==> src/design/e8cpu_pkg.sv <==
// Shared types and operation codes for the 8-bit CPU execute unit.
package e8cpu_pkg;

   typedef enum logic [5:0] {
      OP_ADC = 6'd0,  OP_AND = 6'd1,  OP_ASL = 6'd2,  OP_BCC = 6'd3,
      OP_BCS = 6'd4,  OP_BEQ = 6'd5,  OP_BIT = 6'd6,  OP_BMI = 6'd7,
      OP_BNE = 6'd8,  OP_BPL = 6'd9,  OP_BRK = 6'd10, OP_BVC = 6'd11,
      OP_BVS = 6'd12, OP_CLC = 6'd13, OP_CLD = 6'd14, OP_CLI = 6'd15,
      OP_CLV = 6'd16, OP_CMP = 6'd17, OP_CPX = 6'd18, OP_CPY = 6'd19,
      OP_DEC = 6'd20, OP_DEX = 6'd21, OP_DEY = 6'd22, OP_EOR = 6'd23,
      OP_INC = 6'd24, OP_INX = 6'd25, OP_INY = 6'd26, OP_JMP = 6'd27,
      OP_JSR = 6'd28, OP_LDA = 6'd29, OP_LDX = 6'd30, OP_LDY = 6'd31,
      OP_LSR = 6'd32, OP_NOP = 6'd33, OP_ORA = 6'd34, OP_PHA = 6'd35,
      OP_PHP = 6'd36, OP_PLA = 6'd37, OP_PLP = 6'd38, OP_ROL = 6'd39,
      OP_ROR = 6'd40, OP_RTI = 6'd41, OP_RTS = 6'd42, OP_SBC = 6'd43,
      OP_SEC = 6'd44, OP_SED = 6'd45, OP_SEI = 6'd46, OP_STA = 6'd47,
      OP_STX = 6'd48, OP_STY = 6'd49, OP_TAX = 6'd50, OP_TAY = 6'd51,
      OP_TSX = 6'd52, OP_TXA = 6'd53, OP_TXS = 6'd54, OP_TYA = 6'd55
   } op_type;

   localparam int FLAG_C = 0;
   localparam int FLAG_Z = 1;
   localparam int FLAG_I = 2;
   localparam int FLAG_D = 3;
   localparam int FLAG_B = 4;
   localparam int FLAG_U = 5;
   localparam int FLAG_V = 6;
   localparam int FLAG_N = 7;

   localparam logic [7:0]  SP_RESET    = 8'hFD;
   localparam logic [7:0]  FLAGS_RESET = 8'h24;
   localparam logic [15:0] STACK_BASE  = 16'h0100;

   typedef struct packed {
      logic [5:0]  req_type;
      logic        accumulator_mode;
      logic [15:0] operand_address;
      logic [7:0]  operand_byte;
      logic [15:0] pc_now;
      logic [7:0]  stack_byte_one;
      logic [7:0]  stack_byte_two;
      logic [7:0]  stack_byte_three;
   } req_type_t_type;

   typedef struct packed {
      logic [7:0] acc;
      logic [7:0] x;
      logic [7:0] y;
      logic [7:0] sp;
      logic [7:0] flags;
   } arch_type;

   // Everything one request produces, before it is split into write results.
   typedef struct packed {
      arch_type    arch;
      logic [1:0]  wr_count;
      logic [15:0] wr_addr0;
      logic [15:0] wr_addr1;
      logic [15:0] wr_addr2;
      logic [7:0]  wr_data0;
      logic [7:0]  wr_data1;
      logic [7:0]  wr_data2;
      logic        pc_load;
      logic [15:0] next_pc;
      logic        extra_cycle;
      logic        break_hit;
   } exec_type;

endpackage

==> src/design/e8cpu_alu.sv <==
// Combinational execution of one operation against the register file.
module e8cpu_alu (
   input  e8cpu_pkg::req_type_t_type req,
   input  e8cpu_pkg::arch_type       cur,
   output e8cpu_pkg::exec_type       res
);

   logic [7:0] a, f, v, m, sh, sp, push_f, pulled;
   logic [8:0] sum;
   logic [15:0] t_brk, t_jsr;
   logic take, branch;

   always_comb begin
      a      = cur.acc;
      f      = cur.flags;
      m      = req.operand_byte;
      sp     = cur.sp;
      push_f = cur.flags | 8'h30;
      pulled = (req.stack_byte_one & 8'hEF) | 8'h20;
      t_brk  = req.pc_now + 16'd2;
      t_jsr  = req.pc_now - 16'd1;
      sh     = req.accumulator_mode ? a : m;
      v      = 8'h00;
      sum    = 9'h000;
      take   = 1'b0;
      branch = 1'b0;
      res = '0;
      res.arch = cur;
      unique case (req.req_type)
         e8cpu_pkg::OP_ADC, e8cpu_pkg::OP_SBC: begin
            v   = (req.req_type == e8cpu_pkg::OP_SBC) ? ~m : m;
            sum = {1'b0, a} + {1'b0, v} + {8'h00, f[e8cpu_pkg::FLAG_C]};
            res.arch.flags[e8cpu_pkg::FLAG_V] = ~(a[7] ^ v[7]) & (a[7] ^ sum[7]);
            res.arch.flags[e8cpu_pkg::FLAG_C] = sum[8];
            res.arch.acc = sum[7:0];
         end
         e8cpu_pkg::OP_AND: res.arch.acc = a & m;
         e8cpu_pkg::OP_EOR: res.arch.acc = a ^ m;
         e8cpu_pkg::OP_ORA: res.arch.acc = a | m;
         e8cpu_pkg::OP_ASL, e8cpu_pkg::OP_LSR, e8cpu_pkg::OP_ROL, e8cpu_pkg::OP_ROR: begin
            unique case (req.req_type)
               e8cpu_pkg::OP_ASL: begin
                  res.arch.flags[e8cpu_pkg::FLAG_C] = sh[7];
                  v = {sh[6:0], 1'b0};
               end
               e8cpu_pkg::OP_LSR: begin
                  res.arch.flags[e8cpu_pkg::FLAG_C] = sh[0];
                  v = {1'b0, sh[7:1]};
               end
               e8cpu_pkg::OP_ROL: begin
                  res.arch.flags[e8cpu_pkg::FLAG_C] = sh[7];
                  v = {sh[6:0], f[e8cpu_pkg::FLAG_C]};
               end
               default: begin
                  res.arch.flags[e8cpu_pkg::FLAG_C] = sh[0];
                  v = {f[e8cpu_pkg::FLAG_C], sh[7:1]};
               end
            endcase
            if (req.accumulator_mode) begin
               res.arch.acc = v;
            end else begin
               res.wr_count = 2'd1;
               res.wr_addr0 = req.operand_address;
               res.wr_data0 = v;
            end
         end
         e8cpu_pkg::OP_BCC: begin branch = 1'b1; take = ~f[e8cpu_pkg::FLAG_C]; end
         e8cpu_pkg::OP_BCS: begin branch = 1'b1; take =  f[e8cpu_pkg::FLAG_C]; end
         e8cpu_pkg::OP_BEQ: begin branch = 1'b1; take =  f[e8cpu_pkg::FLAG_Z]; end
         e8cpu_pkg::OP_BMI: begin branch = 1'b1; take =  f[e8cpu_pkg::FLAG_N]; end
         e8cpu_pkg::OP_BNE: begin branch = 1'b1; take = ~f[e8cpu_pkg::FLAG_Z]; end
         e8cpu_pkg::OP_BPL: begin branch = 1'b1; take = ~f[e8cpu_pkg::FLAG_N]; end
         e8cpu_pkg::OP_BVC: begin branch = 1'b1; take = ~f[e8cpu_pkg::FLAG_V]; end
         e8cpu_pkg::OP_BVS: begin branch = 1'b1; take =  f[e8cpu_pkg::FLAG_V]; end
         e8cpu_pkg::OP_BIT: begin
            res.arch.flags[e8cpu_pkg::FLAG_N] = m[7];
            res.arch.flags[e8cpu_pkg::FLAG_V] = m[6];
            res.arch.flags[e8cpu_pkg::FLAG_Z] = ((m & a) == 8'h00);
         end
         e8cpu_pkg::OP_BRK: begin
            res.wr_count = 2'd3;
            res.wr_addr0 = e8cpu_pkg::STACK_BASE | {8'h00, sp};
            res.wr_addr1 = e8cpu_pkg::STACK_BASE | {8'h00, sp - 8'd1};
            res.wr_addr2 = e8cpu_pkg::STACK_BASE | {8'h00, sp - 8'd2};
            res.wr_data0 = t_brk[15:8];
            res.wr_data1 = t_brk[7:0];
            res.wr_data2 = push_f;
            res.arch.sp  = sp - 8'd3;
            res.arch.flags = f | 8'h14;
            res.break_hit = 1'b1;
         end
         e8cpu_pkg::OP_CLC: res.arch.flags[e8cpu_pkg::FLAG_C] = 1'b0;
         e8cpu_pkg::OP_CLD: res.arch.flags[e8cpu_pkg::FLAG_D] = 1'b0;
         e8cpu_pkg::OP_CLI: res.arch.flags[e8cpu_pkg::FLAG_I] = 1'b0;
         e8cpu_pkg::OP_CLV: res.arch.flags[e8cpu_pkg::FLAG_V] = 1'b0;
         e8cpu_pkg::OP_SEC: res.arch.flags[e8cpu_pkg::FLAG_C] = 1'b1;
         e8cpu_pkg::OP_SED: res.arch.flags[e8cpu_pkg::FLAG_D] = 1'b1;
         e8cpu_pkg::OP_SEI: res.arch.flags[e8cpu_pkg::FLAG_I] = 1'b1;
         e8cpu_pkg::OP_CMP, e8cpu_pkg::OP_CPX, e8cpu_pkg::OP_CPY: begin
            unique case (req.req_type)
               e8cpu_pkg::OP_CMP: v = a;
               e8cpu_pkg::OP_CPX: v = cur.x;
               default:           v = cur.y;
            endcase
            res.arch.flags[e8cpu_pkg::FLAG_C] = (v >= m);
            sum = {1'b0, v - m};
         end
         e8cpu_pkg::OP_DEC, e8cpu_pkg::OP_INC: begin
            v = (req.req_type == e8cpu_pkg::OP_DEC) ? m - 8'd1 : m + 8'd1;
            res.wr_count = 2'd1;
            res.wr_addr0 = req.operand_address;
            res.wr_data0 = v;
         end
         e8cpu_pkg::OP_DEX: res.arch.x = cur.x - 8'd1;
         e8cpu_pkg::OP_DEY: res.arch.y = cur.y - 8'd1;
         e8cpu_pkg::OP_INX: res.arch.x = cur.x + 8'd1;
         e8cpu_pkg::OP_INY: res.arch.y = cur.y + 8'd1;
         e8cpu_pkg::OP_JMP: begin
            res.pc_load = 1'b1;
            res.next_pc = req.operand_address;
         end
         e8cpu_pkg::OP_JSR: begin
            res.wr_count = 2'd2;
            res.wr_addr0 = e8cpu_pkg::STACK_BASE | {8'h00, sp};
            res.wr_addr1 = e8cpu_pkg::STACK_BASE | {8'h00, sp - 8'd1};
            res.wr_data0 = t_jsr[15:8];
            res.wr_data1 = t_jsr[7:0];
            res.arch.sp  = sp - 8'd2;
            res.pc_load  = 1'b1;
            res.next_pc  = req.operand_address;
         end
         e8cpu_pkg::OP_LDA: res.arch.acc = m;
         e8cpu_pkg::OP_LDX: res.arch.x = m;
         e8cpu_pkg::OP_LDY: res.arch.y = m;
         e8cpu_pkg::OP_PHA, e8cpu_pkg::OP_PHP: begin
            res.wr_count = 2'd1;
            res.wr_addr0 = e8cpu_pkg::STACK_BASE | {8'h00, sp};
            res.wr_data0 = (req.req_type == e8cpu_pkg::OP_PHA) ? a : push_f;
            res.arch.sp  = sp - 8'd1;
         end
         e8cpu_pkg::OP_PLA: begin
            res.arch.sp  = sp + 8'd1;
            res.arch.acc = req.stack_byte_one;
         end
         e8cpu_pkg::OP_PLP: begin
            res.arch.sp    = sp + 8'd1;
            res.arch.flags = pulled;
         end
         e8cpu_pkg::OP_RTI: begin
            res.arch.sp    = sp + 8'd3;
            res.arch.flags = pulled;
            res.pc_load    = 1'b1;
            res.next_pc    = {req.stack_byte_three, req.stack_byte_two};
         end
         e8cpu_pkg::OP_RTS: begin
            res.arch.sp = sp + 8'd2;
            res.pc_load = 1'b1;
            res.next_pc = {req.stack_byte_two, req.stack_byte_one} + 16'd1;
         end
         e8cpu_pkg::OP_STA, e8cpu_pkg::OP_STX, e8cpu_pkg::OP_STY: begin
            res.wr_count = 2'd1;
            res.wr_addr0 = req.operand_address;
            unique case (req.req_type)
               e8cpu_pkg::OP_STA: res.wr_data0 = a;
               e8cpu_pkg::OP_STX: res.wr_data0 = cur.x;
               default:           res.wr_data0 = cur.y;
            endcase
         end
         e8cpu_pkg::OP_TAX: res.arch.x = a;
         e8cpu_pkg::OP_TAY: res.arch.y = a;
         e8cpu_pkg::OP_TSX: res.arch.x = sp;
         e8cpu_pkg::OP_TXA: res.arch.acc = cur.x;
         e8cpu_pkg::OP_TXS: res.arch.sp = cur.x;
         e8cpu_pkg::OP_TYA: res.arch.acc = cur.y;
         default: ;
      endcase

      // Update N and Z from the value each group of operations produces.
      unique case (req.req_type)
         e8cpu_pkg::OP_ADC, e8cpu_pkg::OP_SBC, e8cpu_pkg::OP_AND, e8cpu_pkg::OP_EOR,
         e8cpu_pkg::OP_ORA, e8cpu_pkg::OP_LDA, e8cpu_pkg::OP_PLA, e8cpu_pkg::OP_TXA,
         e8cpu_pkg::OP_TYA:
            v = res.arch.acc;
         e8cpu_pkg::OP_DEX, e8cpu_pkg::OP_INX, e8cpu_pkg::OP_LDX, e8cpu_pkg::OP_TAX,
         e8cpu_pkg::OP_TSX:
            v = res.arch.x;
         e8cpu_pkg::OP_DEY, e8cpu_pkg::OP_INY, e8cpu_pkg::OP_LDY, e8cpu_pkg::OP_TAY:
            v = res.arch.y;
         e8cpu_pkg::OP_CMP, e8cpu_pkg::OP_CPX, e8cpu_pkg::OP_CPY:
            v = sum[7:0];
         default: ;
      endcase
      unique case (req.req_type)
         e8cpu_pkg::OP_ADC, e8cpu_pkg::OP_SBC, e8cpu_pkg::OP_AND, e8cpu_pkg::OP_EOR,
         e8cpu_pkg::OP_ORA, e8cpu_pkg::OP_LDA, e8cpu_pkg::OP_PLA, e8cpu_pkg::OP_TXA,
         e8cpu_pkg::OP_TYA, e8cpu_pkg::OP_DEX, e8cpu_pkg::OP_INX, e8cpu_pkg::OP_LDX,
         e8cpu_pkg::OP_TAX, e8cpu_pkg::OP_TSX, e8cpu_pkg::OP_DEY, e8cpu_pkg::OP_INY,
         e8cpu_pkg::OP_LDY, e8cpu_pkg::OP_TAY, e8cpu_pkg::OP_CMP, e8cpu_pkg::OP_CPX,
         e8cpu_pkg::OP_CPY, e8cpu_pkg::OP_ASL, e8cpu_pkg::OP_LSR, e8cpu_pkg::OP_ROL,
         e8cpu_pkg::OP_ROR, e8cpu_pkg::OP_DEC, e8cpu_pkg::OP_INC: begin
            res.arch.flags[e8cpu_pkg::FLAG_Z] = (v == 8'h00);
            res.arch.flags[e8cpu_pkg::FLAG_N] = v[7];
         end
         default: ;
      endcase

      if (branch && take) begin
         res.pc_load     = 1'b1;
         res.next_pc     = req.operand_address;
         res.extra_cycle = 1'b1;
      end
   end

endmodule

==> src/design/eight_bit_cpu_execute_unit.sv <==
// Top level of the 8-bit CPU execute unit: register file, execute logic and result stage.
//
//   channel  | direction | handshake             | payload
//   req_     | in        | req_tvalid/req_tready | req_tdata
//   rsp_     | out       | rsp_tvalid/rsp_tready | rsp_tdata, rsp_tlast
//
// A request executes in the cycle it is accepted; its results are registered and the first appears in the next cycle.
// Each request gives one result per memory write, or one when it writes nothing, one per cycle
// while rsp_tready is high, so the write count sets how many results it gives, up to three.
// A new request is taken in the cycle the last result of the previous one leaves.
// Reset loads SP with 0xFD, flags with 0x24, clears A, X, Y and empties the result stage.
module eight_bit_cpu_execute_unit (
   input  logic         clock,
   input  logic         reset,
   input  logic         req_tvalid,
   output logic         req_tready,
   // req_type[5:0], accumulator_mode, operand_address[15:0], operand_byte[7:0],
   // pc_now[15:0], stack_byte_one, stack_byte_two, stack_byte_three; pad to 72
   input  logic [71:0]  req_tdata,
   output logic         rsp_tvalid,
   input  logic         rsp_tready,
   // mem_write, write_address[15:0], wr_byte[7:0], pc_load, next_pc[15:0],
   // extra_cycle, break_hit, flag_bits, accumulator, index_x, index_y; pad to 80
   output logic [79:0]  rsp_tdata,
   output logic         rsp_tlast
);

   e8cpu_pkg::req_type_t_type req;
   e8cpu_pkg::arch_type       arch_ff, arch_in;
   e8cpu_pkg::exec_type       exe, res_ff, res_in;
   logic                      valid_ff, valid_in;
   logic [1:0]                idx_ff, idx_in;
   logic                      accept, last_out, wr_now;
   logic [15:0]               waddr;
   logic [7:0]                wdata;

   assign req.req_type         = req_tdata[5:0];
   assign req.accumulator_mode = req_tdata[6];
   assign req.operand_address  = req_tdata[22:7];
   assign req.operand_byte     = req_tdata[30:23];
   assign req.pc_now           = req_tdata[46:31];
   assign req.stack_byte_one   = req_tdata[54:47];
   assign req.stack_byte_two   = req_tdata[62:55];
   assign req.stack_byte_three = req_tdata[70:63];

   e8cpu_alu u_alu (
      .req (req),
      .cur (arch_ff),
      .res (exe)
   );

   // The final result of a request is the one at the last write, or the only one.
   assign last_out   = (res_ff.wr_count == 2'd0) || (idx_ff == res_ff.wr_count - 2'd1);
   assign req_tready = ~valid_ff || (rsp_tready && last_out);
   assign accept     = req_tvalid && req_tready;

   always_comb begin
      arch_in  = arch_ff;
      res_in   = res_ff;
      valid_in = valid_ff;
      idx_in   = idx_ff;
      if (valid_ff && rsp_tready) begin
         if (last_out) begin
            valid_in = 1'b0;
         end else begin
            idx_in = idx_ff + 2'd1;
         end
      end
      if (accept) begin
         arch_in  = exe.arch;
         res_in   = exe;
         valid_in = 1'b1;
         idx_in   = 2'd0;
      end
   end

   always_ff @(posedge clock) begin
      if (reset) begin
         arch_ff.acc   <= 8'h00;
         arch_ff.x     <= 8'h00;
         arch_ff.y     <= 8'h00;
         arch_ff.sp    <= e8cpu_pkg::SP_RESET;
         arch_ff.flags <= e8cpu_pkg::FLAGS_RESET;
         valid_ff      <= 1'b0;
         idx_ff        <= 2'd0;
      end else begin
         arch_ff  <= arch_in;
         valid_ff <= valid_in;
         idx_ff   <= idx_in;
      end
      res_ff <= res_in;
   end

   always_comb begin
      wr_now = (res_ff.wr_count != 2'd0);
      unique case (idx_ff)
         2'd0:    begin waddr = res_ff.wr_addr0; wdata = res_ff.wr_data0; end
         2'd1:    begin waddr = res_ff.wr_addr1; wdata = res_ff.wr_data1; end
         default: begin waddr = res_ff.wr_addr2; wdata = res_ff.wr_data2; end
      endcase
      if (!wr_now) begin
         waddr = 16'h0000;
         wdata = 8'h00;
      end
   end

   assign rsp_tvalid = valid_ff;
   assign rsp_tlast  = last_out;
   assign rsp_tdata  = {4'h0,
                        res_ff.arch.y, res_ff.arch.x, res_ff.arch.acc, res_ff.arch.flags,
                        res_ff.break_hit, res_ff.extra_cycle,
                        (res_ff.pc_load ? res_ff.next_pc : 16'h0000), res_ff.pc_load,
                        wdata, waddr, wr_now};

`ifndef SYNTHESIS
   a_tready_when_empty: assert property (@(posedge clock) disable iff (reset)
      !valid_ff |-> req_tready) else $error("request not taken while empty");
   a_last_only_final: assert property (@(posedge clock) disable iff (reset)
      valid_ff && idx_ff != 2'd0 |-> res_ff.wr_count != 2'd0)
      else $error("write index beyond write count");
   a_advance: assert property (@(posedge clock) disable iff (reset)
      valid_ff && rsp_tready && !last_out |=> valid_ff && idx_ff == $past(idx_ff) + 2'd1)
      else $error("write sequence did not advance");
`endif

endmodule
==> config.mk <==
export PLATFORM = sky130hd
export DESIGN_NAME = eight_bit_cpu_execute_unit
export DESIGN_NICKNAME = d
export VERILOG_FILES = /design/src/design/e8cpu_pkg.sv /design/src/design/e8cpu_alu.sv /design/src/design/eight_bit_cpu_execute_unit.sv
export SDC_FILE = /design/constraint.sdc
export NUM_CORES = 1
export LEC_CHECK = 0
export BUFFER_PORTS_ARGS = -buffer_cell sky130_fd_sc_hd__buf_2
export CAP_MARGIN = 20
export CORE_MARGIN = 3
export CORE_UTILIZATION = 45
export DETAILED_ROUTE_END_ITERATION = 6
export HOLD_SLACK_MARGIN = 0.1
export SETUP_SLACK_MARGIN = 0.05
export SLEW_MARGIN = 30
export SYNTH_ARGS = -nofsm -noshare
export SYNTH_HDL_FRONTEND = slang
export SYNTH_HIERARCHICAL = 1
export SYNTH_SLANG_ARGS = --single-unit
==> constraint.sdc <==
create_clock -name clock -period 5.26 [get_ports clock]
set_clock_uncertainty 0.1 [all_clocks]
set_input_delay 0.526 -clock clock [delete_from_list [all_inputs] [get_ports clock]]
set_output_delay 0.526 -clock clock [all_outputs]
set_load 0.02 [all_outputs]
==> results.md <==
- Hold path start: req_tvalid
- Syn-to-layout area delta: 9.71%
- Die area: 0.0325 mm²
- Postcts setup bufs: 0
- Max VDD drop: 0.172 mV
- WL per Instance: 23.1 µm
- Critical Setup Path Class: primary input to flop
- RSZ-0062 raised after global routing: false
- CP startpoint kind: primary input
- WHS: 220 ps
- Fin Setup TNS: 0 ps
- DP Worst Slack: 652 ps
- Fill count: 2,876
- Mapped cell area: 0.0137 mm²
- Global-route wire length before repair: 72,000 µm
- Static leakage: 6.03 nW
- Cells after Synth: 1,560
- Total gr overflow: 0
- Cts bufs inserted: 17
- Synth warnings: 6
- Root Driver: clkbuf_16
- Ant diodes: 0
- Via density: 6.12
- Clock buffer depth: 2
- IO Pins: 159
- FF-to-FF End: arch_ff[1]
- Status: finished, violations left
- Footprint of the multi-input gates: 0.00799 mm²
- Count of input and output buffers: 153
- Post-DP HPWL: 34,800 µm
- DRC: 4
- Pwr dens: 239 mW/mm²
- Die Wd: 180 µm
- Actual slew at the worst max-slew pin: 988 ps
- Placed Area: 0.0144 mm²
- Final setup fails: 0
- WP data arrival: 4570 ps
- CTS sink cnt: 168
- Later-pin clock latency in the skew report: 450 ps
- Routability cong.: 0.999
- Worst Hold End: rsp_tvalid
- Post-synth top area share: 27.5%
- Layout cells sized above 1: 15.3%
- # rows: 63
- Hold Crit Class: primary input to flop
- Util after Layout: 50.3%
- TritonCTS clock tree: built
- Clock slew at reported path FFs: 70 ps
- Sequential cell area: 0.00461 mm²
- Largest fanout on the critical path: 16
- Initial antenna violation count: 0
- Vias in the first global route: 11,900
- Initial Util: 45.8%
- Core ar.: 0.0298 mm²
- Final min period: 4290 ps
- Max Cap Viol: 0
- Remaining antenna violation count after routing: 0
- Layout Nets: 1,791
- Synth Flop Type: edfxtp_1
- Worst Reg2Reg Path Length in Cells: 15
- Relative slew slack: 33.6%
- PnR worst setup slack: 965 ps
- Top post-synthesis cells by area: edfxtp_1 (27%), dfxtp_1 (6.3%), ha_1 (6.0%)
- Highest clock rate: 0.233 GHz
- Register area share after synthesis: 33.8%
- CP Capture Type: flop
- Most frequent cells in the layout: nor2_1 (153), buf_2 (153), nand2_1 (149), edfxtp_1 (125), a21oi_1 (106)
- Ys async rst share: 0%
- Largest area contributor in the netlist: edfxtp_1
- Post-synth EDFFs: 125
- Failing checks: design-rule violations
- Yosys reg bits: 168
- Reg-to-Reg Start: arch_ff[0]
- Number of cells upsized or downsized after cts: 0
- Fin cells: 2,045
- CTS Hold Bufs: 0
- Largest net degree at the start of global routing: 84
- Fin crit share: 81.6%
- Vias post-DR: 12,500
- Cell count after placement: 2,013
- DR iter-0 viols: 1,547
- FF-to-FF setup slack: 1380 ps
- H-tree levels: 4
- Worst EP required: 5540 ps
- Final WL: 47,200 µm
- Hold Violations, Final: 0
- TritonRoute pass-1 iters: 7
- Synth Area per Inst: 8.75 µm²
- Max-slew violation count: 0
- Die Height: 180 µm
- Worst Hold Path Cells: 2
- GR Util All Layers: 28.2%
- Post-Layout Inst Area: 0.0150 mm²
- Post-synthesis cell type count: 92
- Total power: 3.58 mW
==> worst max-delay path, cell delays in order <==
cell and delay, ps:
buf_2 200, buf_4 210, or2b_1 290, nor2_1 190, nand2_1 360, ha_1 420, a211oi_1 360, nor3b_1 100
o21a_1 200, o41a_1 330, xnor2_1 220, nor2_1 90, nor4_1 290, buf_4 180, nand4_1 80, o22ai_1 290
nand2b_1 90, mux2i_1 120
==> flip-flops by register name, indices dropped and copies added (netlist names) <==
register / flops
res_ff: 90
arch_ff: 40
rsp_tdata: 35
idx_ff: 2
rsp_tvalid: 1
==> routing by layer <==
layer | vias up | track usage, % | part of all wire (%)
li1 | 5831 | - | -
met1 | 5910 | 38.1 | 42
met2 | 646 | 44.8 | 46
met3 | 138 | 4.12 | 7.6
met4 | 0 | 13.1 | 4.6
met5 | - | 0 | 0
==> cells by family (layout without fill, tap and decap cells) <==
kind of cell	count (synthesis)	count (layout)	synth area share, %
and+or+nand+nor	568	568	20.4
AOI/OAI and AO/OA	417	417	21.6
buffers and inverters	203	282	8.20
DFF	168	168	33.8
xor gates and xnor gates	79	79	5.07
adders and majority gates	73	73	7.07
muxes	50	50	3.87
other	2	18	0.0550
==> report_power, final <==
part | switching (mW) | internal [mW] | total [mW]
Clock | 0.622 | 0.632 | 1.25
Sequential | 0.0574 | 1.52 | 1.58
Combinational | 0.483 | 0.267 | 0.750
Total | 1.16 | 2.42 | 3.58
==> cell type report <==
| cell class | instances | area share [%] |
|---|---|---|
| multi-input combinational | 1205 | 53.3 |
| clock inverter | 15 | 1.04 |
| tap | 390 | 3.26 |
| timing repair buffer | 193 | 7.31 |
| sequential | 168 | 30.8 |
| inverter | 57 | 1.43 |
| clock buffer | 17 | 2.84 |
==> synth_stat cells (all sizes together) (3+ instances only) <==
master	count
a211o	5
a211oi	16
a21o	11
a21oi	106
a221o	26
a221oi	11
a222oi	12
a22o	18
a22oi	64
a31oi	10
a32o	3
and2	37
and3	15
buf	91
clkbuf	55
dfxtp	43
edfxtp	125
fa	7
ha	66
inv	56
mux2i	46
nand2	150
nand2b	76
nand3	31
nand4	7
nor2	156
nor2b	9
nor3	40
nor3b	3
nor4	8
o2111ai	5
o211ai	13
o21a	7
o21ai	50
o21bai	7
o221ai	12
o22ai	10
o311ai	3
o31ai	3
or2	3
or3	22
xnor2	48
xor2	31
==> worst max-delay path by stage <==
stage | to | depth (start not counted) | from
3_3_place_gp | arch_ff[1] | 18 | req_tdata[2]
5_1_grt | arch_ff[1] | 19 | req_tdata[1]
4_1_cts | arch_ff[1] | 18 | req_tdata[2]
6_report | arch_ff[1] | 18 | req_tdata[2]
2_1_floorplan | rsp_tdata[51] | 18 | req_tdata[4]
3_5_place_dp | arch_ff[1] | 19 | req_tdata[1]
Note: power is estimated with default switching activity, not from simulation.
